===== config.mk =====
export PLATFORM = sky130hd
export DESIGN_NAME = psd_front
export DESIGN_NICKNAME = d
export VERILOG_FILES = /design/src/hdl/psd_pkg.sv /design/src/hdl/psd_front.sv
export SDC_FILE = /design/constraint.sdc
export NUM_CORES = 2
export LEC_CHECK = 0
export BUFFER_PORTS_ARGS = -buffer_cell sky130_fd_sc_hd__buf_2
export CAP_MARGIN = 20
export CORE_MARGIN = 3
export CORE_UTILIZATION = 45
export DETAILED_ROUTE_END_ITERATION = 8
export SLEW_MARGIN = 0
export SYNTH_ARGS = -nofsm -noshare
export SYNTH_HDL_FRONTEND = slang
export SYNTH_SLANG_ARGS = --single-unit

===== constraint.sdc =====
create_clock -name clk -period 7.4 [get_ports clk]
set_input_delay 0.37 -clock clk [delete_from_list [all_inputs] [get_ports clk]]
set_output_delay 0.37 -clock clk [all_outputs]
set_load 0.1 [all_outputs]

===== src/hdl/psd_pkg.sv =====
// Shared types and constants for the point-to-segment squared distance pipeline.
package psd_pkg;

  localparam int FRACTION_BITS = 8;
  localparam int COORD_W = 16;
  localparam int NEAR_W = COORD_W + 1;
  localparam int PROD_W = 2 * COORD_W;

  typedef enum logic [1:0] {
    SEL_START  = 2'd0,
    SEL_END    = 2'd1,
    SEL_INTERP = 2'd2
  } sel_t;

  typedef struct packed {
    logic [COORD_W-1:0] ax;
    logic [COORD_W-1:0] ay;
    logic [COORD_W-1:0] bx;
    logic [COORD_W-1:0] by;
    logic [COORD_W-1:0] px;
    logic [COORD_W-1:0] py;
  } pts_t;

  typedef struct packed {
    pts_t                     pts;
    logic [COORD_W-1:0]       abx;
    logic [COORD_W-1:0]       aby;
    logic [PROD_W-1:0]        num;
    logic [PROD_W-1:0]        den;
    logic [FRACTION_BITS-1:0] q;
    sel_t                     sel;
  } div_t;

endpackage


===== src/hdl/psd_front.sv =====
// Front stages: endpoint differences, products, dot and length sums, and clamp selection.
module psd_front (
  input  logic               clk,
  input  logic               rst_n,
  input  logic               valid_in,
  input  psd_pkg::pts_t      pts_in,
  output logic               valid_out,
  output psd_pkg::div_t      div_out
);

  logic                             v1_r, v2_r, v3_r, v4_r;
  psd_pkg::pts_t                    pts1_r, pts2_r, pts3_r;
  logic [psd_pkg::COORD_W-1:0]      abx1_r, aby1_r, apx1_r, apy1_r;
  logic [psd_pkg::COORD_W-1:0]      abx2_r, aby2_r, abx3_r, aby3_r;
  logic signed [psd_pkg::PROD_W-1:0] lxx_r, lyy_r, dxx_r, dyy_r;
  logic [psd_pkg::PROD_W-1:0]       len2_r, dot_r;
  logic [psd_pkg::PROD_W-1:0]       len2_nxt, dot_nxt;
  psd_pkg::sel_t                    sel_nxt;
  psd_pkg::div_t                    div_r;

  assign len2_nxt = psd_pkg::PROD_W'(lxx_r + lyy_r);
  assign dot_nxt  = psd_pkg::PROD_W'(dxx_r + dyy_r);

  always_comb begin
    if ($signed(len2_r) <= 0) begin
      sel_nxt = psd_pkg::SEL_START;
    end else if ($signed(dot_r) <= 0) begin
      sel_nxt = psd_pkg::SEL_START;
    end else if ($signed(dot_r) >= $signed(len2_r)) begin
      sel_nxt = psd_pkg::SEL_END;
    end else begin
      sel_nxt = psd_pkg::SEL_INTERP;
    end
  end

  always_ff @(posedge clk) begin
    if (!rst_n) begin
      v1_r <= 1'b0;
      v2_r <= 1'b0;
      v3_r <= 1'b0;
      v4_r <= 1'b0;
    end else begin
      v1_r <= valid_in;
      v2_r <= v1_r;
      v3_r <= v2_r;
      v4_r <= v3_r;
    end
  end

  always_ff @(posedge clk) begin
    pts1_r <= pts_in;
    abx1_r <= pts_in.bx - pts_in.ax;
    aby1_r <= pts_in.by - pts_in.ay;
    apx1_r <= pts_in.px - pts_in.ax;
    apy1_r <= pts_in.py - pts_in.ay;

    pts2_r <= pts1_r;
    abx2_r <= abx1_r;
    aby2_r <= aby1_r;
    lxx_r  <= $signed(abx1_r) * $signed(abx1_r);
    lyy_r  <= $signed(aby1_r) * $signed(aby1_r);
    dxx_r  <= $signed(apx1_r) * $signed(abx1_r);
    dyy_r  <= $signed(apy1_r) * $signed(aby1_r);

    pts3_r <= pts2_r;
    abx3_r <= abx2_r;
    aby3_r <= aby2_r;
    len2_r <= len2_nxt;
    dot_r  <= dot_nxt;

    div_r.pts <= pts3_r;
    div_r.abx <= abx3_r;
    div_r.aby <= aby3_r;
    div_r.num <= dot_r;
    div_r.den <= len2_r;
    div_r.q   <= '0;
    div_r.sel <= sel_nxt;
  end

  assign valid_out = v4_r;
  assign div_out   = div_r;

endmodule


## Word level (Yosys, flattened, before mapping)

Cells that the tools add are included.

- Register bits after elaboration: 806
- Output and inout bits: 203

- Add/sub/neg operators: 6
- $mul: 4
- Magnitude comparators: 3
- Multiplexer cells: 1
- Reductions and logical operators: 1

Operators with widths:

| operator | count |
|---|---|
| $mul 16x16->32 | 4 |
| $add 32x32->32 | 2 |
| $le 32x1->1 const B | 2 |
| $sub 16x16->16 | 4 |
| $ge 32x32->1 | 1 |
| $mux 2 | 1 |
| $reduce_or 2->1 | 1 |

## Depth between registers and ports, before layout

- Depth after elaboration: 2
- Gate-level depth with buffers: 26
- Mapped depth without buffers: 24

## Least setup slack after synthesis

No wires, ideal clock.

- Kind: register -> register
- Start point: reg abx1_r[4] (netlist name)
- End point: reg dxx_r[31] (netlist name)
- Arrival: 6.212 ns
- Path slack: 1.115 ns
- Cell stages (with the launch flop): 23
- Buffers on the path: 2
- Clock period less this slack: 6.285 ns
- Cells stage by stage: dfxtp_1 > clkbuf_1 > clkbuf_1 > nand2_1 > fa_1 > inv_1 > fa_1 > fa_1 > fa_1 > fa_1 > inv_1 > fa_1 > inv_1 > ha_1 > and2_1 > a41o_1 > a31oi_1 > o21ai_0 > a31oi_1 > o21ai_1 > a211o_1 > a21oi_1 > xnor2_1

- Word-level cells in the longest chain between the ends: 1

RTL lines:

| element | RTL line | RTL |
|---|---|---|
| start, declared | psd_front.sv:13 | `logic [psd_pkg::COORD_W-1:0] abx1_r, aby1_r, apx1_r, apy1_r;` |
| start signal, assigned | psd_front.sv:52 | `abx1_r <= pts_in.bx - pts_in.ax;` |
| $mul 16x16->32 | psd_front.sv:62 | `dxx_r <= $signed(apx1_r) * $signed(abx1_r);` |
| end signal, assigned | psd_front.sv:62 |  |
| end, declared | psd_front.sv:15 | `logic signed [psd_pkg::PROD_W-1:0] lxx_r, lyy_r, dxx_r, dyy_r;` |

No other way between the ends.
A chain may end at the register's enable or synchronous reset.

## Final worst setup path

- Start point: reg abx1_r[6] (netlist name)
- End point: reg dxx_r[31] (netlist name)

Same word-level chain as after synthesis.

==> reports/metrics.cfg <==
[clocking]
cts_tree=yes
cts_setup_buffers=0
cts-root-buf=clkbuf_16
cts.sinks=802
h-tree-depth=3
clk_latency_ns=0.72
path_clk_slew_ns=0.06
cts_buffers=86
clockBufferDepth=3

[yosys]
syn-cell-area_um2=60100
ys_ff_latch=802
yosys_warnings=0
synth_cell_types=80
yosysTopAreaCell=fa_1
avgSynthCellArea_um2=10.2
synth_ff_type=dfxtp_1
async_reset_ff_frac=0
syn_inst=5868
synthTopCellsByArea=fa_1 (33%), dfxtp_1 (27%), ha_1 (10%)
ys_seq_area_frac=0.267
synth_edf_count=0
synth_top_area_frac=0.332

[global_route]
grt_pass1_wl_mm=226
grt-ovfl-total=0
antenna_found_initial=9
grt_pass1_vias=42000
grtUsageTotal=0.210
grt_max_degree=38

[sta]
maxSlewHeadroom=0.448
finalCriticalPeriod_ns=6.86
fin_skew_ns=0.0601
setup_violations=0
setup_tns_ns=0
rsz0062_at_grt=no
fmax_mhz=146
drv_slew=0
final-hold-violation-count=0
min_period_over_period=0.927
tightest_slew_ns=0.826

[final_layout]
final_common_cell=inv_1
layout-drive-gt1-share=0.0904
area_growth_pct=13.3
fillerInstances=11900
utilization=0.515
finalNonFillerCells=8117
finalNetCount=7885
layout_common_cells=inv_1 (1325), fa_1 (996), dfxtp_1 (802)

[setup_path]
cp_common_cell=fa_1
critPathLaunch=abx1_r[6]
crit_path_cell_trace=buf_12 > nand2_1 > fa_1 > inv_1 > fa_1 > fa_1 > fa_1 > fa_1 > inv_1 > fa_1 > inv_1 > ha_1 > and2_1 > a41o_1 > a31oi_1 > o21ai_0 > a31oi_1 > o21ai_1 > a211o_1 > a21oi_1 > xnor2_1
reg2reg_to=dxx_r[31]
required_ns=8.02
path_delay_family=adder cells
r2r_slack_ns=0.54
cp-end-kind=flip-flop
reg2reg_depth=21
critical_path.slowest_cell=fa_1
crit_path_max_fanout=22
r2r-start=abx1_r[6]
crit_arrival_ns=7.48
path_class=flip-flop to flip-flop
cp_num_buf_inv=4
cp_slowest_stage_delay_ns=0.82
worstSetupStartpointType=flip-flop

[run]
drv_cap=0

[die]
initial_core_util=0.455
dieArea_um2=138000
die_x_um=371
pin_count=302
core_area_um2=132000
die_h_um=371
row_count=133

[drt]
wl_per_cell_um=17.2
vias=39500
drt_wl_total_mm=139
postRouteAntennaNets=0
drt_iter0_drc=2247
drc=0
dr.pass1.iters=6
viasPerCell=4.87

[hold_path]
min-delay-start=pts2_r[23]
min_to=pts3_r[23]
hp-class=flip-flop to flip-flop
holdPathStages=0

[status]
outcome=completed

[placement]
portBuffers=293
place_hpwl_mm=115
dp_cells=7855
place_congestion=0.918

-- flip-flops by register name, indices dropped and copies added (netlist names), 16 cells and up --
name,cells
dot_r,32
dxx_r,32
len2_r,32
aby3_r,16
apx1_r,16
abx1_r,16
abx3_r,16
pts1_r,96
apy1_r,16
lxx_r,31
aby1_r,16
pts2_r,96
div_out,194
pts3_r,96
dyy_r,32
lyy_r,31
-- per-layer routing --
layer / global-route usage / part of all wire / up-vias
li1: - / - / 18600
met1: 0.295 / 0.46 / 19800
met2: 0.340 / 0.46 / 920
met5: 0 / 0 / -
met3: 0.0348 / 0.060 / 157
met4: 0.0478 / 0.020 / 0
-- synthesized netlist by cell type (17+ instances only) --
library cell  count
fa_1            996
clkbuf_1        140
nand2_1         472
xor2_1           51
a211oi_1         21
a21o_1           76
a21oi_1         166
nand2b_1         34
nand3_1          41
o21a_1           33
ha_1            503
nor3_1           41
o21ai_0          77
nor4_1           22
o21ai_1          18
o21bai_1         17
nor2b_1          33
inv_1          1325
dfxtp_1         802
xnor2_1         213
or3_1            17
nor2_1          197
and2_1          348
and3_1           24
-- cell families after synthesis --
| group | after synthesis | synth area share |
|---|---|---|
| AOI/OAI and AO/OA | 535 | 0.0583 |
| xor gates and xnor gates | 264 | 0.0385 |
| DFF | 802 | 0.267 |
| adders and majority gates | 1499 | 0.437 |
| buffers and inverters | 1476 | 0.0927 |
| other | 1 | 0.0000624 |
| muxes | 6 | 0.00104 |
| and+or+nand+nor | 1285 | 0.105 |
-- repair_timing --
item,4_1_cts,5_1_grt
gates resized for setup,0,0
endpoints found under the hold margin,112,0
hold buffers,99,0
-- layout make-up --
class / instances / area (µm²) / share of cell area
multi-input cells: 3597 / 38500 / 0.565
repair buffers: 473 / 3140 / 0.0461
inverters: 1327 / 4980 / 0.0732
diodes: 2 / 5.00 / 0.0000736
flip-flops and latches: 802 / 16100 / 0.236
clock inverters: 49 / 773 / 0.0114
clock buffers: 112 / 2410 / 0.0354
well taps: 1755 / 2200 / 0.0323
-- worst max path at each step --
stage                endpoint  slack (ns)  cells after the start
CTS                 dxx_r[31]        0.57                     21
global placement    dxx_r[31]        0.73                     21
finish              dxx_r[31]        0.54                     21
floorplan           dxx_r[31]        1.12                     22
global route        dxx_r[31]         0.1                     21
detailed placement  dxx_r[31]        0.62                     21
-- per-stage QoR --
stage	setup slack [ns]	hold slack (ns)	area (µm²)
5_1_grt	0.0984	0.268	68000
4_1_cts	0.569	0.227	68000
2_1_floorplan	1.12	0.310	60100
3_5_place_dp	0.618	0.312	63800
3_3_place_gp	0.732	0.310	63800
6_report	0.542	0.287	68000
-- worst register-to-register path, cell delays in order (launching register included) --
cell and delay, ns:
dfxtp_1 0.78, buf_12 0.25, nand2_1 0.09, fa_1 0.55, inv_1 0.07, fa_1 0.82, fa_1 0.53, fa_1 0.50
fa_1 0.49, inv_1 0.05, fa_1 0.47, inv_1 0.04, ha_1 0.32, and2_1 0.22, a41o_1 0.26, a31oi_1 0.13
o21ai_0 0.11, a31oi_1 0.32, o21ai_1 0.20, a211o_1 0.29, a21oi_1 0.17, xnor2_1 0.13
Power is left out: the tool's default activity adds up to more than one toggle a clock period on the data nets, which glitch-free logic cannot reach.
