**src/hdl/psd_pkg.sv**
```systemverilog
// Shared types and constants for the point-to-segment squared distance pipeline.
package psd_pkg;

  localparam int FRACTION_BITS = 8;
  localparam int COORD_W = 16;
  localparam int NEAR_W = COORD_W + 1;
  localparam int PROD_W = 2 * COORD_W;

  typedef enum logic [1:0] {
    SEL_START  = 2'd0,
    SEL_END    = 2'd1,
    SEL_INTERP = 2'd2
  } sel_t;

  typedef struct packed {
    logic [COORD_W-1:0] ax;
    logic [COORD_W-1:0] ay;
    logic [COORD_W-1:0] bx;
    logic [COORD_W-1:0] by;
    logic [COORD_W-1:0] px;
    logic [COORD_W-1:0] py;
  } pts_t;

  typedef struct packed {
    pts_t                     pts;
    logic [COORD_W-1:0]       abx;
    logic [COORD_W-1:0]       aby;
    logic [PROD_W-1:0]        num;
    logic [PROD_W-1:0]        den;
    logic [FRACTION_BITS-1:0] q;
    sel_t                     sel;
  } div_t;

endpackage

```
**src/hdl/psd_back.sv**
```systemverilog
// Back stages: interpolation of the nearest point and the squared distance to it.
module psd_back (
  input  logic                             clk,
  input  logic                             rst_n,
  input  logic                             valid_in,
  input  psd_pkg::div_t                    div_in,
  output logic                             valid_out,
  output logic signed [psd_pkg::PROD_W-1:0] dist_sq,
  output logic signed [psd_pkg::NEAR_W-1:0] near_x,
  output logic signed [psd_pkg::NEAR_W-1:0] near_y
);

  logic                              v1_r, v2_r, v3_r, v4_r, v5_r;
  psd_pkg::pts_t                     pts1_r;
  psd_pkg::sel_t                     sel1_r;
  logic signed [psd_pkg::PROD_W-1:0] mx_r, my_r;
  logic signed [psd_pkg::PROD_W-1:0] offx, offy;
  logic [psd_pkg::NEAR_W-1:0]        cx_nxt, cy_nxt;
  logic [psd_pkg::NEAR_W-1:0]        cx2_r, cy2_r, cx3_r, cy3_r, cx4_r, cy4_r;
  logic [psd_pkg::NEAR_W-1:0]        cx5_r, cy5_r;
  logic [psd_pkg::COORD_W-1:0]       px2_r, py2_r;
  logic [psd_pkg::COORD_W-1:0]       dx3_r, dy3_r;
  logic signed [psd_pkg::PROD_W-1:0] sx_r, sy_r;
  logic [psd_pkg::PROD_W-1:0]        dist_r;

  always_comb begin
    offx = mx_r >>> psd_pkg::FRACTION_BITS;
    offy = my_r >>> psd_pkg::FRACTION_BITS;
    case (sel1_r)
      psd_pkg::SEL_END: begin
        cx_nxt = {pts1_r.bx[psd_pkg::COORD_W-1], pts1_r.bx};
        cy_nxt = {pts1_r.by[psd_pkg::COORD_W-1], pts1_r.by};
      end
      psd_pkg::SEL_INTERP: begin
        cx_nxt = {pts1_r.ax[psd_pkg::COORD_W-1], pts1_r.ax} + offx[psd_pkg::NEAR_W-1:0];
        cy_nxt = {pts1_r.ay[psd_pkg::COORD_W-1], pts1_r.ay} + offy[psd_pkg::NEAR_W-1:0];
      end
      default: begin
        cx_nxt = {pts1_r.ax[psd_pkg::COORD_W-1], pts1_r.ax};
        cy_nxt = {pts1_r.ay[psd_pkg::COORD_W-1], pts1_r.ay};
      end
    endcase
  end

  always_ff @(posedge clk) begin
    if (!rst_n) begin
      v1_r <= 1'b0;
      v2_r <= 1'b0;
      v3_r <= 1'b0;
      v4_r <= 1'b0;
      v5_r <= 1'b0;
    end else begin
      v1_r <= valid_in;
      v2_r <= v1_r;
      v3_r <= v2_r;
      v4_r <= v3_r;
      v5_r <= v4_r;
    end
  end

  always_ff @(posedge clk) begin
    pts1_r <= div_in.pts;
    sel1_r <= div_in.sel;
    mx_r   <= $signed(div_in.abx) * $signed({1'b0, div_in.q});
    my_r   <= $signed(div_in.aby) * $signed({1'b0, div_in.q});

    cx2_r  <= cx_nxt;
    cy2_r  <= cy_nxt;
    px2_r  <= pts1_r.px;
    py2_r  <= pts1_r.py;

    cx3_r  <= cx2_r;
    cy3_r  <= cy2_r;
    dx3_r  <= px2_r - cx2_r[psd_pkg::COORD_W-1:0];
    dy3_r  <= py2_r - cy2_r[psd_pkg::COORD_W-1:0];

    cx4_r  <= cx3_r;
    cy4_r  <= cy3_r;
    sx_r   <= $signed(dx3_r) * $signed(dx3_r);
    sy_r   <= $signed(dy3_r) * $signed(dy3_r);

    cx5_r  <= cx4_r;
    cy5_r  <= cy4_r;
    dist_r <= psd_pkg::PROD_W'(sx_r + sy_r);
  end

  assign valid_out = v5_r;
  assign dist_sq   = $signed(dist_r);
  assign near_x    = $signed(cx5_r);
  assign near_y    = $signed(cy5_r);

endmodule

```
**config.mk**
```make
export PLATFORM = sky130hd
export DESIGN_NAME = psd_back
export DESIGN_NICKNAME = d
export VERILOG_FILES = /design/src/hdl/psd_pkg.sv /design/src/hdl/psd_back.sv
export SDC_FILE = /design/constraint.sdc
export NUM_CORES = 2
export LEC_CHECK = 0
export ABC_AREA = 1
export BUFFER_PORTS_ARGS = -buffer_cell sky130_fd_sc_hd__buf_4
export CAP_MARGIN = 20
export CORE_MARGIN = 4
export CORE_UTILIZATION = 38
export CTS_CLUSTER_SIZE = 10
export DETAILED_ROUTE_END_ITERATION = 10
export GPL_TIMING_DRIVEN = 0
export SYNTH_ARGS = -nofsm -noshare
export SYNTH_HDL_FRONTEND = slang
export SYNTH_SLANG_ARGS = --single-unit
export TNS_END_PERCENT = 30
```
**constraint.sdc**
```tcl
create_clock -name clk -period 6.35 [get_ports clk]
set_clock_uncertainty 0.15 [all_clocks]
set_input_delay 1.27 -clock clk [delete_from_list [all_inputs] [get_ports clk]]
set_output_delay 1.27 -clock clk [all_outputs]
set_load 0.01 [all_outputs]
```
Yosys cells after proc, flatten, opt, wreduce, memory -nomap -nowiden
Cells that the tools add are included.
Widths: inputs -> output; s select.
{ "totals": {"reg_bits": 449, "latchBits": 0, "elab_cells": 42, "n_memories": 0, "output_inout_bits": 67, "ramBits": 0, "rom_bits": 0, "input_bits": 205} }
{ "classes": {"bitwise_logic": 0, "eq_ne": 2, "n_mux": 2, "n_lt_le_gt_ge": 0, "n_div": 0, "n_addsub": 5, "multipliers": 4, "n_shift": 0, "n_reduce_logical": 0} }
{ "op_table": {"columns": ["cell", "count"], "rows": [
  ["$pmux 17 s2", 2],
  ["$mul 16x16->32", 2],
  ["$mul 16x9->25", 2],
  ["$add 17x17->17", 2],
  ["$add 32x32->32", 1],
  ["$sub 16x16->16", 2],
  ["$eq 2x1->1 const B", 1],
  ["$eq 2x2->1 const B", 1]
]} }

Logic depth before layout (Yosys ltp)
{ "depth": {"ltp_word": 2, "ltp_mapped": 27, "depth_no_buf": 26} }

Least setup slack after synthesis
Ideal clock, no wire load.
{ "synth_path": {"path_type": "register to register", "start": "reg dy3_r[15] in the netlist's numbering", "end": "reg sy_r[23] in the netlist's numbering", "stages_incl_launch_ff": 19, "setup_slack_ns": 0.593, "t_required_ns": 6.080, "n_path_buf": 2, "setup_time_ns": 0.120, "arrival_ns": 5.488, "synth_period_minus_slack_ns": 5.757, "cell_sequence": "dfxtp_1 -> clkbuf_1 -> buf_1 -> nand2_1 -> fa_1 -> inv_1 -> fa_1 -> fa_1 -> fa_1 -> fa_1 -> inv_1 -> fa_1 -> inv_1 -> ha_1 -> a21oi_1 -> a21boi_0 -> nand2_1 -> nand3b_1 -> xor2_1"} }
{ "synth_via": {"elab_chain_cells": 1} }
{ "synth_lines": {"columns": ["item", "line_no", "rtl"], "rows": [
  ["start, declared", "psd_back.sv:22", "logic [psd_pkg::COORD_W-1:0] dx3_r, dy3_r;"],
  ["start signal, assigned", "psd_back.sv:75", "dy3_r <= py2_r - cy2_r[psd_pkg::COORD_W-1:0];"],
  ["$mul 16x16->32", "psd_back.sv:80", "sy_r <= $signed(dy3_r) * $signed(dy3_r);"],
  ["end signal, assigned", "psd_back.sv:80", null],
  ["end, declared", "psd_back.sv:23", "logic signed [psd_pkg::PROD_W-1:0] sx_r, sy_r;"]
]} }
No other way between the ends.
A chain may end at the register's enable or synchronous reset.

Worst setup path after layout
{ "layout_path": {"start": "reg dy3_r[4] in the netlist's numbering", "end": "reg sy_r[30] in the netlist's numbering"} }
The elaborated chain is that of the path after synthesis.

==> summary.txt <==
Logic synthesis
  – Cell count after synthesis: 5359
  – Count of state elements after synthesis: 431
  – Post-synth top cells: inv_1, nand2_1, fa_1, dfxtp_1, ha_1
  – Yosys top cell area share: 31.01%
  – Count leader, synth: inv_1
  – EDFF count, synth: 0
  – Top_reg_cell synth: dfxtp_1
  – Number of unique standard cell types used by synthesis: 52
  – Synthesized area divided by synthesized cell count: 8.108 um^2
  – Synthesized netlist net count: 6604
  – Fraction of the yosys area taken by sequential cells: 19.86%
  – Proportion of register bits with asynchronous set or reset after synthesis: 0%
  – Netlist Area Pre-Place: 43450 um^2
  – Largest cells by area after synthesis: fa_1, dfxtp_1, inv_1
  – Yosys top cell by area: fa_1
  – Number of warning messages in the yosys log: 0

Route
  – # DRC: 0
  – Post-detailed-route via-to-cell ratio: 4.670
  – Number of nets with antenna violations after detailed routing: 0
  – DR vias: 33160
  – Routed wire per std cell: 15.81 um
  – Final routed wirelength across all metal layers: 112200 um
  – Number of design-rule violations left by the first detailed-router iteration: 1883
  – Count of TritonRoute iterations in the first routing pass: 6

Floorplan
  – Placeable Area: 113000 um^2
  – I/O pins: 272
  – Full die area: 119800 um^2
  – Initial cell density of the core: 38.47%
  – Std cell rows: 123
  – Die outline width: 346.2 um
  – Height of the chip: 346.2 um

Placement
  – Count of input and output buffers: 178
  – Sum of net half-perimeters after detailed placement: 96970 um
  – Number of instances in the placed design: 7037
  – Routability congestion estimate from global placement: 0.8930

STA
  – Count of final hold-check violations: 0
  – Crit share post-route: 95.45%
  – Max Clock Freq: 0.1650 GHz
  – Number of pins exceeding their max-slew limit in the final report: 0
  – Slew at the pin closest to its max-slew limit: 1.022 ns
  – Number of failing setup endpoints in the final timing report: 0
  – Time the final worst path needs with I/O delays and setup: 6.061 ns
  – Max_slew headroom: 31.90%

Clocking
  – Sinks on Clock Net: 431
  – H-tree depth: 2
  – Clock-pin slew reported for the worst setup and hold paths after clock tree synthesis: 0.05 ns
  – Clock Latency Late Sink: 0.65 ns
  – Clock tree from TritonCTS: done
  – Clock tree buffer depth: 3
  – Inserted Clock Buffers: 54
  – Post-CTS Hold Fix Bufs: 0
  – Clk root buf: clkbuf_16

Final layout
  – NumNets Final: 6825
  – Final Non-Filler Cells: 7100
  – Fraction of layout instances using a drive strength above 1: 6.968%
  – Post-synthesis to final-layout area growth: 11.33%

Global route
  – Final global-route overflow total: 0
  – Global-route wire length before repair: 182400 um
  – Pin count of the biggest net entering global routing: 17
  – Number of antenna violations at the first check in global routing: 5
  – Overall Global Routing Usage: 18.97%
  – Vias in the first global route: 34620

Worst hold path
  – Type of the worst min-delay path: flip-flop to flip-flop

Critical path
  – Capturing element type of the critical path: flip-flop
  – Max FO, Critical Path: 10
  – Classification of the worst setup path: flip-flop to flip-flop
  – Type of element launching the critical path: flip-flop
  – Critical path data required time: 6.74 ns
  – Data arrival time of the worst path: 6.45 ns

Flow run
  – Max-Cap Viols: 0

Status
  – Run status: complete, no violations
-- final timing paths --
check,start,end,slack [ns],cells after the start
worst min register to register,cx4_r[4]$_DFF_P_,near_x[4]$_DFF_P_,0.13,0
worst max-delay path,dy3_r[4]$_DFF_P_,sy_r[30]$_DFF_P_,0.29,23
worst min-delay path,cx4_r[4]$_DFF_P_,near_x[4]$_DFF_P_,0.13,0
worst max register to register,dy3_r[4]$_DFF_P_,sy_r[30]$_DFF_P_,0.29,23
-- sequential cells by signal, indices dropped and copies added (netlist names), 31 cells and up --
register	count
sy_r	31
pts1_r	96
dist_sq	32
sx_r	31
-- layout by cell type, fill, tap and decap left out, types with 54 or more instances in the layout --
cell type / instances
a21oi_1: 263
ha_1: 366
fa_1: 667
nor2_1: 241
buf_4: 184
clkbuf_16: 54
nand3_1: 173
nand2_1: 1181
dfxtp_1: 420
xor2_1: 102
o21ai_0: 86
inv_1: 1421
-- layout make-up --
type                    instances  area, um^2
fillers                     11460       64590
multi-input cells            3370       28980
flip-flops and latches        431        8642
inverters                    1427        5356
well taps                    1500        1877
clock buffers                  59        1400
repair buffers                181        1359
plain buffers                 115       536.8
clock inverters                14       215.2
diodes                          3       7.507
-- per-stage QoR --
stage | instance area [um^2] | util (%) | TNS [ns] | hold slack [ns] | setup WS [ns]
after detailed placement | 46660 | 41.31 | -6.777 | 0.1621 | -0.4569
after global routing | 48370 | 42.82 | -0.01229 | 0.1325 | -0.01229
after CTS | 48300 | 42.75 | 0 | 0.1252 | 0.0008828
after global placement | 46660 | 41.31 | -6.124 | 0.1597 | -0.4480
final | 48370 | 42.82 | 0 | 0.1264 | 0.2887
after floorplan | 43450 | - | 0 | 0.1596 | 0.5925
-- routing by layer --
layer  GRT usage [%]  routed length [um]
met1           24.79               49110
met4           5.098                3264
met5               0                  27
met2           32.58               53340
met3           3.240                6510
-- worst max-delay path, cell delays in order, from the launching register on --
cell	delay, ns
dfxtp_1	0.43
clkbuf_2	0.30
clkbuf_2	0.32
nand2_1	0.08
inv_1	0.11
fa_1	0.43
inv_1	0.09
fa_1	0.44
fa_1	0.51
inv_1	0.07
fa_1	0.51
fa_1	0.50
inv_1	0.05
fa_1	0.47
inv_1	0.04
ha_1	0.35
a21oi_2	0.28
o21ai_0	0.22
a21oi_1	0.25
nor2_1	0.07
nor2_1	0.12
nand2_1	0.07
nand2_1	0.05
nand2_1	0.05
-- cell families after synthesis --
logic type | after synthesis | synth area share (%)
flip-flops | 431 | 19.86
buffers and inverters | 1558 | 13.53
AO/OA/AOI/OAI | 443 | 5.638
adder cells (fa/ha/maj) | 1040 | 41.57
XOR/XNOR | 138 | 2.782
AND/OR/NAND/NOR | 1749 | 16.62
-- timing repair --
| item | 4_1_cts | 5_1_grt |
|---|---|---|
| resized for setup | 25 | 88 |
| endpoints found under the setup margin | 27 | 37 |
| pin swaps | 0 | 2 |
| setup buffers | 0 | 3 |
Power is not shown: default switching activity piles up to over one toggle a cycle in this logic, so the estimate is an artifact.
