**config.mk**
```make
export PLATFORM = sky130hd
export DESIGN_NAME = psd_div_step
export DESIGN_NICKNAME = d
export VERILOG_FILES = /design/src/hdl/psd_pkg.sv /design/src/hdl/psd_div_step.sv
export SDC_FILE = /design/constraint.sdc
export NUM_CORES = 1
export LEC_CHECK = 0
export ABC_AREA = 0
export BUFFER_PORTS_ARGS = -buffer_cell sky130_fd_sc_hd__buf_2
export CAP_MARGIN = 25
export CELL_PAD_IN_SITES_DETAIL_PLACEMENT = 0
export CELL_PAD_IN_SITES_GLOBAL_PLACEMENT = 1
export CORE_AREA = 2 2 156 158
export DETAILED_ROUTE_END_ITERATION = 6
export DIE_AREA = 0 0 158 160
export PLACE_DENSITY = 0.74
export SYNTH_ARGS = -nofsm -noshare
export SYNTH_HDL_FRONTEND = slang
export SYNTH_SLANG_ARGS = --single-unit
```
**constraint.sdc**
```tcl
create_clock -name clk -period 3.3 [get_ports clk]
set_clock_uncertainty 0.1 [all_clocks]
set_input_delay 0.66 -clock clk [delete_from_list [all_inputs] [get_ports clk]]
set_output_delay 0.66 -clock clk [all_outputs]
set_load 0.02 [all_outputs]
```
**src/hdl/psd_pkg.sv**
```systemverilog
// Shared types and constants for the point-to-segment squared distance pipeline.
package psd_pkg;

  localparam int FRACTION_BITS = 8;
  localparam int COORD_W = 16;
  localparam int NEAR_W = COORD_W + 1;
  localparam int PROD_W = 2 * COORD_W;

  typedef enum logic [1:0] {
    SEL_START  = 2'd0,
    SEL_END    = 2'd1,
    SEL_INTERP = 2'd2
  } sel_t;

  typedef struct packed {
    logic [COORD_W-1:0] ax;
    logic [COORD_W-1:0] ay;
    logic [COORD_W-1:0] bx;
    logic [COORD_W-1:0] by;
    logic [COORD_W-1:0] px;
    logic [COORD_W-1:0] py;
  } pts_t;

  typedef struct packed {
    pts_t                     pts;
    logic [COORD_W-1:0]       abx;
    logic [COORD_W-1:0]       aby;
    logic [PROD_W-1:0]        num;
    logic [PROD_W-1:0]        den;
    logic [FRACTION_BITS-1:0] q;
    sel_t                     sel;
  } div_t;

endpackage

```
**src/hdl/psd_div_step.sv**
```systemverilog
// One registered step of the restoring division that forms the projection fraction.
module psd_div_step (
  input  logic          clk,
  input  logic          rst_n,
  input  logic          valid_in,
  input  psd_pkg::div_t div_in,
  output logic          valid_out,
  output psd_pkg::div_t div_out
);

  logic [psd_pkg::PROD_W-1:0] num2;
  logic                       ge;
  psd_pkg::div_t              div_nxt;
  psd_pkg::div_t              div_r;
  logic                       valid_r;

  always_comb begin
    num2        = {div_in.num[psd_pkg::PROD_W-2:0], 1'b0};
    ge          = (num2 >= div_in.den);
    div_nxt     = div_in;
    div_nxt.num = ge ? num2 - div_in.den : num2;
    div_nxt.q   = (div_in.q << 1) | psd_pkg::FRACTION_BITS'(ge);
  end

  always_ff @(posedge clk) begin
    if (!rst_n) begin
      valid_r <= 1'b0;
    end else begin
      valid_r <= valid_in;
    end
  end

  always_ff @(posedge clk) begin
    div_r <= div_nxt;
  end

  assign valid_out = valid_r;
  assign div_out   = div_r;

endmodule

```
## Yosys cells after proc, flatten, opt, wreduce, memory -nomap -nowiden

Index checks and enable logic that the tools add are counted.

- Word-level logic and storage cells: 18
- Output and inout port bits: 203
- Bits in writable memories: 0
- Latch bits: 0
- Register bits after elaboration: 203
- Memories: 0
- Memory bits (read-only): 0

- Bitwise gates (word level): 1
- Add/sub/neg operators: 1
- $lt $le $gt $ge: 1
- Equality and inequality tests: 0
- $mul: 0
- Shifts and indexed selects: 0
- Reductions and logical operators: 0
- Divide/modulo/power cells: 0
- Muxes and demuxes: 1

Operators with widths:

| cell | count |
|---|---|
| greater-or-equal comparator 32 bit | 1 |
| two-way mux 32 bit | 1 |
| subtractor 32 bit | 1 |
| OR 8 x 1 -> 8 bit | 1 |

## Depth between registers and ports, before layout

Gate-level depths: netlist of the first run.

- Word-level depth: 2
- Gate-level depth with buffers: 13
- Depth with buffers taken out: 10

## Worst setup path before layout of the first run

Ideal clock, no wire load.

- Path type: input to register
- Start point: input div_in[10] in the netlist's numbering
- End point: register div_r (netlist bit div_out[54])
- Data required time: 3.079 ns
- Arrival: 3.232 ns
- Slack: -0.153 ns
- Stages on the path: 12
- Path through: inv_1 fa_1 a211oi_1 o211ai_1 a41oi_2 o21bai_1 a2111oi_4 or2_1 buf_6 inv_4 buf_6 mux2_4

RTL lines:

| item | line | text |
|---|---|---|
| start, declared | psd_div_step.sv:6 | `input psd_pkg::div_t div_in,` |
| end signal, assigned | psd_div_step.sv:34 | `div_r <= div_nxt;` |
| end, declared | psd_div_step.sv:14 | `psd_pkg::div_t div_r;` |

==> key figures, run 1 <==
Setup path
  – Start point of the critical path: div_in[10]
  – Crit start category: input pin
  – CP required: ~3.6 ns
  – Capturing instance or port of the critical path: div_out[45]
  – Slowest stage cell on the critical path: sky130_fd_sc_hd__fa_1
  – Worst Setup End Kind: flop
  – Cell-by-cell listing of the critical path: buf_2, inv_1, fa_1, a211oi_2, o211ai_1, a41oi_2, o21bai_2, a2111oi_4, or2_1, inv_4, mux2_1
  – Data arrival time of the critical path: 3.14 ns
  – Critical-path maximum fanout: 18
  – CP max stage delay: 0.50 ns
  – Critical path class: in -> reg

Drt
  – Detailed-route DRC error count: 0
  – Violation count after the first detailed-routing iteration: around 340
  – Average wire length per cell after detail routing: between 15 and 20 um
  – Total vias in the final route: 5891
  – Initial DRT Pass Iterations: 4
  – Post-DR vias/cell: 4.37
  – Antenna-violating nets left: 0
  – Total length of routed wires: 26400 um

Die
  – Die footprint: 25300 sq um
  – Effective utilization at floorplan: 27.5%
  – I/O pins: 408
  – Horizontal extent of the die: 158 um
  – Height of the die: 160 um
  – Row count: 57
  – Standard cell core area: 23800 sq um

Cells and area
  – Final core utilization: a little over two fifths
  – Non-filler instance count after layout: ~1300
  – Fin nets: 1243
  – Filler instances: around 2400
  – Area growth, synth to finish: 52.6%
  – Area of combinational cells with multiple inputs: 2250 sq um
  – Fraction of final layout cells sized beyond drive strength 1: 49.2%
  – Final Cell Area: between 9000 and 10000 sq um
  – Sequential Area: 4060 sq um

Pwr
  – Max VDD drop: between 0.0003 and 0.0004 V
  – Total power after layout: 6.50 mW
  – Pwr/cell area: 651 nW/um^2
  – Leakage Power: 5.07 nW

Yosys
  – Count of state elements after synthesis: 203
  – Gate count after technology mapping: between 500 and 600
  – Count of warnings emitted by yosys: 0
  – Number of synthesized flops with an enable pin: 0
  – Ys flop type: sky130_fd_sc_hd__dfxtp_1
  – Sequential share of the synthesized area: 62.1%
  – Synth async-reset ratio: 0%
  – Syn nets: just under 800
  – Synthesized cell area: 6540 sq um
  – Post-synthesis average cell area: 11.7 sq um
  – Unique masters post-synth: 54

Clock tree
  – Post-cts hold buffer count: 0
  – Total of cells resized after clock tree synthesis: 0
  – CTS tree: built
  – H-tree lvl count: 1
  – CTS root buf: sky130_fd_sc_hd__clkbuf_16
  – Number of setup buffers added after CTS: 0
  – Max clock buf depth: 3
  – CTS sink cnt: between 200 and 250
  – Number of buffers added by the clock tree synthesis step: 23
  – Clock transition time at the flip-flop clock pins of the worst setup and hold paths: 0.06 ns

Global routing
  – Global routing usage on met2: 31.9%
  – GRT met1 Usage: 23.6%
  – Aggregate global-route resource usage: about a fifth
  – Pin count of the biggest net entering global routing: 19
  – Initial antenna violation count: 14
  – Total congestion overflow after global routing: 0
  – Wire length of the first global-routing pass: 36800 um
  – Fraction of met3 tracks used by global routing: 7.92%
  – Number of global-route vias before repair: 5943
  – Global routing's busiest layer: met2

Placement
  – Final HPWL from detailed placement: about 22000 um
  – Cell count after placement: 1304
  – Placement Cell Area: 9170 sq um
  – Final weighted congestion in routability-driven placement: 0.851
  – Port buffer count: 405

Run
  – Max-cap violations: 0

STA
  – Setup repair after global routing missed its margin: no
  – Final max-slew violation count: 0
  – Slew at the pin with the worst max-slew slack: between 0.3 and 0.4 ns
  – Relative max-transition margin: 76.0%
  – Total Negative Setup Slacks: 0 ns
  – Final Hold Vio Count: 0
  – Crit path time final: about 2.8 ns
  – Final clock period utilization by the worst path: 85.9%
  – Count of final setup violators: 0
  – Max Freq: 0.353 GHz

Min path
  – Class of the most critical hold timing path: in -> reg

Status
  – Result of the run: complete, no violations
-- worst max-delay path, delay by kind of cell --
| kind | cells | cell delay (ns) |
|---|---|---|
| multiplexers | 1 | 0.35 |
| buffers and inverters | 3 | 0.32 |
| AND/OR/NAND/NOR | 1 | 0.23 |
| adder cells (fa/ha/maj) | 1 | 0.50 |
| AO/OA/AOI/OAI | 5 | 1.08 |
-- layer usage --
layer / vias to the layer above / routed length, um
li1: 2841 / -
met1: 2747 / 11200
met2: 229 / 11800
met3: 58 / 2480
met4: 16 / 836
met5: - / 102
-- Yosys cell counts (all sizes together) (7+ instances only) --
cell type	instances	area share [%]
a21o	22	2.5
a21oi	28	2.1
clkbuf	14	0.80
dfxtp	203	62
ha	32	6.1
inv	40	2.3
mux2	18	3.6
nand2	21	1.2
nand3	11	0.84
nor2	15	0.86
nor3	7	0.54
o21a	10	1.1
o21ai	27	2.1
o31ai	12	1.4
xnor2	11	1.5
xor2	7	0.94
-- power breakdown --
| group | internal [mW] | leakage, nW | switching (mW) |
|---|---|---|---|
| clock network | 1.58 | 0.399 | 1.11 |
| logic | 0.460 | 2.96 | 0.672 |
| registers | 2.62 | 1.71 | 0.0447 |
| total | 4.66 | 5.07 | 1.83 |
-- registers in the layout, indices dropped and copies added, names as in the netlist --
| name | cells |
|---|---|
| div_out | 202 |
| valid_out | 1 |
-- layout by cell type (no fill, tap or decap), types with 4 or more instances in the layout --
master	synthesis	layout
sky130_fd_sc_hd__buf_2	2	405
sky130_fd_sc_hd__dfxtp_1	203	203
sky130_fd_sc_hd__inv_1	39	39
sky130_fd_sc_hd__buf_4	0	36
sky130_fd_sc_hd__ha_1	32	31
sky130_fd_sc_hd__a21oi_1	28	28
sky130_fd_sc_hd__o21ai_0	24	24
sky130_fd_sc_hd__clkbuf_16	0	23
sky130_fd_sc_hd__a21o_1	22	22
sky130_fd_sc_hd__nand2_1	21	21
sky130_fd_sc_hd__nor2_1	15	15
sky130_fd_sc_hd__o31ai_1	12	12
sky130_fd_sc_hd__nand3_1	11	11
sky130_fd_sc_hd__xnor2_1	11	11
sky130_fd_sc_hd__o21a_1	10	10
sky130_fd_sc_hd__mux2_1	9	9
sky130_fd_sc_hd__mux2_4	8	8
sky130_fd_sc_hd__nor3_1	7	7
sky130_fd_sc_hd__xor2_1	7	7
sky130_fd_sc_hd__o211ai_1	6	6
sky130_fd_sc_hd__and3_1	6	6
sky130_fd_sc_hd__a21boi_0	6	6
sky130_fd_sc_hd__clkinv_2	0	6
sky130_fd_sc_hd__and2_1	5	5
sky130_fd_sc_hd__a211oi_1	6	5
sky130_fd_sc_hd__clkinv_4	0	5
sky130_fd_sc_hd__nand4_1	4	4
sky130_fd_sc_hd__a221oi_1	4	4
-- metrics by stage --
stage | hold WS (ns) | setup slack (ns)
4_1_cts | 0.104 | 0.491
3_5_place_dp | 0.664 | -0.0306
3_3_place_gp | 0.662 | -0.0371
2_1_floorplan | 0.588 | 0.0250
5_1_grt | 0.104 | 0.315
6_report | 0.127 | 0.465
-- worst min path at each step --
stage	depth (start not counted)	end	start	slack [ns]
CTS	1	div_out[190]	div_in[190]	0.10
finish	1	div_out[81]	div_in[81]	0.13
global placement	1	div_out[90]	div_in[90]	0.66
floorplan	0	div_out[0]	div_in[0]	0.59
detailed placement	1	div_out[100]	div_in[100]	0.66
global route	1	div_out[177]	div_in[177]	0.10
-- cell families after synthesis --
logic type | after synthesis | synth area share, %
DFF | 203 | 62.1
AOI/OAI and AO/OA | 143 | 15.1
and+or+nand+nor | 83 | 6.37
buffers and inverters | 59 | 3.81
adders and majority gates | 33 | 6.43
muxes | 19 | 3.71
xor gates and xnor gates | 18 | 2.41
-- layout make-up --
type,count,area share (%)
clock inverters,17,2.01
clock buffers,25,6.04
repair buffers,441,23.0
inverters,40,1.53
well taps,324,4.06
flip-flops and latches,203,40.7
multi-input cells,296,22.5
diodes,3,0.0752
Note: power is estimated with default switching activity, not from simulation.
==> run 2, diff against run 1 <==
Settings changed: RECOVER_POWER set to 100.
==> run 2 against run 1 <==
  * Global-route usage unchanged
  * Utilization down 1.3 points
  * Design area down 3.2%
  * Sequential share of layout area up 1.3 points
  * Setup slack worse by 0.092 ns
  * Combinational power down 6%
  * Routed wire length down 0.57%
  * First-iteration DRC count up 4.7%
  * Critical path depth unchanged
  * Fmax down 3.2%
  * Non-clock buffer count unchanged
  * Die area unchanged
  * Critical path type unchanged
  * Critical endpoint is now div_out[66]
==> key figures, run 2 (synthesis gave the netlist of run 1 again) <==
Drt
  – Total length of routed wires: roughly 26000 um
  – Initial DRT Pass Iterations: 4
  – Antenna-violating nets left: 0
  – Post-DR vias/cell: roughly 4.4
  – Detailed-route DRC error count: 0
  – Average wire length per cell after detail routing: 19.5 um
  – Total vias in the final route: 5871
  – Violation count after the first detailed-routing iteration: roughly 350

Pwr
  – Pwr/cell area: 665 nW/um^2
  – Net Sw Power: 1.83 mW
  – Leakage Power: between 4 and 5 nW
  – Share of power burned in registers: between 40% and 50%
  – Internal: 4.60 mW
  – Switching part of the total power: 28.5%
  – Max VDD drop: 0.000395 V
  – Total power after layout: approximately 6.4 mW
  – Gate power share: 16.5%
  – Proportion of power drawn by the clock network: 41.9%

Clock tree
  – H-tree lvl count: 1
  – CTS sink cnt: roughly 200
  – Max clock buf depth: 3
  – Clock transition time at the flip-flop clock pins of the worst setup and hold paths: approximately 0.060 ns
  – Total of cells resized after clock tree synthesis: 0
  – CTS root buf: sky130_fd_sc_hd__clkbuf_16
  – Number of setup buffers added after CTS: 0
  – CTS tree: built
  – Number of buffers added by the clock tree synthesis step: 23
  – Post-cts hold buffer count: 0

Die
  – I/O pins: 408
  – Row count: 57
  – Horizontal extent of the die: between 150 and 200 um
  – Effective utilization at floorplan: 27.5%
  – Die footprint: about 25000 sq um
  – Standard cell core area: 23800 sq um
  – Height of the die: 160 um

Min path
  – WHS Path Cells: 1
  – Endpoint, Worst Hold: div_out[159]
  – Class of the most critical hold timing path: in -> reg
  – Source of the worst hold timing path: div_in[159]

Cells and area
  – Final core utilization: 40.6%
  – Flip-flop count of the largest register after layout: approximately 200
  – Fraction of final layout cells sized beyond drive strength 1: a little over a quarter
  – Fin nets: between 1000 and 1500
  – Commonest non-fill, non-tap cell in the layout: sky130_fd_sc_hd__clkbuf_1
  – Non-filler instance count after layout: 1349
  – Final Cell Area: 9660 sq um
  – Area growth, synth to finish: 47.7%
  – Top library cells by usage in the layout, fill and taps aside: sky130_fd_sc_hd__clkbuf_1, sky130_fd_sc_hd__dfxtp_1, sky130_fd_sc_hd__buf_2, sky130_fd_sc_hd__inv_1, sky130_fd_sc_hd__buf_4

Setup path
  – Data arrival time of the critical path: 3.23 ns
  – CP max stage delay: roughly 0.5 ns
  – Critical-path maximum fanout: 18
  – Cell-by-cell listing of the critical path: buf_2, inv_1, fa_1, a211oi_2, o211ai_1, a41oi_2, o21bai_1, a2111oi_4, or2_0, inv_4, mux2_1
  – Slowest stage cell on the critical path: sky130_fd_sc_hd__fa_1
  – CP required: 3.61 ns
  – Crit start category: input pin
  – Critical path class: in -> reg
  – Worst Setup End Kind: flop

Global routing
  – Fraction of met3 tracks used by global routing: 7.92%
  – Global routing's busiest layer: met2
  – Total congestion overflow after global routing: 0
  – GRT met1 Usage: 23.6%
  – Number of global-route vias before repair: 5943
  – Global routing usage on met2: 31.9%
  – Pin count of the biggest net entering global routing: 19
  – Wire length of the first global-routing pass: roughly 37000 um
  – Initial antenna violation count: 14
  – Aggregate global-route resource usage: about a fifth

Placement
  – Port buffer count: just over 400
  – Final HPWL from detailed placement: 21500 um
  – Final weighted congestion in routability-driven placement: 0.851
  – Placement Cell Area: 9170 sq um
  – Cell count after placement: 1304

STA
  – Final clock period utilization by the worst path: 88.7%
  – Final Hold Vio Count: 0
  – Crit path time final: 2.93 ns
  – Setup repair after global routing missed its margin: no
  – Final max-slew violation count: 0
  – Count of final setup violators: 0
  – Relative max-transition margin: 69.3%
  – Slew at the pin with the worst max-slew slack: 0.463 ns
  – Total Negative Setup Slacks: 0 ns
  – Max Freq: 0.342 GHz

Run
  – Max-cap violations: 0

Status
  – Result of the run: complete, no violations
run 2: cell count changes in the layout (fill, tap and decap cells not counted), sizes merged:
cell,previous run,this run
clkbuf,25,247
buf,441,219
run 2: through the flow:
step | hold slack [ns] | setup slack (ns)
global placement | 0.662 | -0.0371
detailed placement | 0.664 | -0.0306
finish | 0.127 | 0.373
floorplan | 0.588 | 0.0250
CTS | 0.104 | 0.491
global route | 0.104 | 0.191
run 2: layout make-up:
| class | instances | area [sq um] |
|---|---|---|
| Clock inverter | 17 | 200 |
| Antenna cell | 3 | 7.51 |
| Inverter | 40 | 153 |
| Sequential cell | 203 | 4060 |
| Timing Repair Buffer | 441 | 2010 |
| Clock buffer | 25 | 603 |
| Tap cell | 324 | 405 |
| Multi-Input combinational cell | 296 | 2210 |
| Fill cell | 2556 | 14200 |
run 2: power by group through the flow:
stage               registers, mW  logic [mW]  clock network, mW
CTS                          2.67        1.14               2.76
global route                 2.69        1.14               2.84
detailed placement           2.72        1.13                  0
finish                       2.67        1.06               2.70
global placement             2.72        1.13                  0
floorplan                    2.94       0.416                  0
run 2: worst max path at each step:
stage               start     endpoint  slack, ns
2_1_floorplan  div_in[10]  div_out[54]       0.03
3_3_place_gp   div_in[10]  div_out[53]      -0.04
3_5_place_dp   div_in[10]  div_out[45]      -0.03
4_1_cts        div_in[10]  div_out[45]       0.49
5_1_grt        div_in[10]  div_out[45]       0.19
6_report       div_in[10]  div_out[66]       0.37
run 2: critical path: cells and delay by family:
family | cells | cell delay, ns
compound gates | 5 | 1.11
fa+ha+maj | 1 | 0.50
buf+inv | 3 | 0.33
simple gates | 1 | 0.28
mux | 1 | 0.36
run 2: metal layers:
| metal | wire length [um] | vias to the layer above |
|---|---|---|
| met2 | 11800 | 228 |
| met4 | 786 | 16 |
| met1 | 11000 | 2726 |
| met5 | 103 | - |
| li1 | - | 2844 |
| met3 | 2510 | 57 |
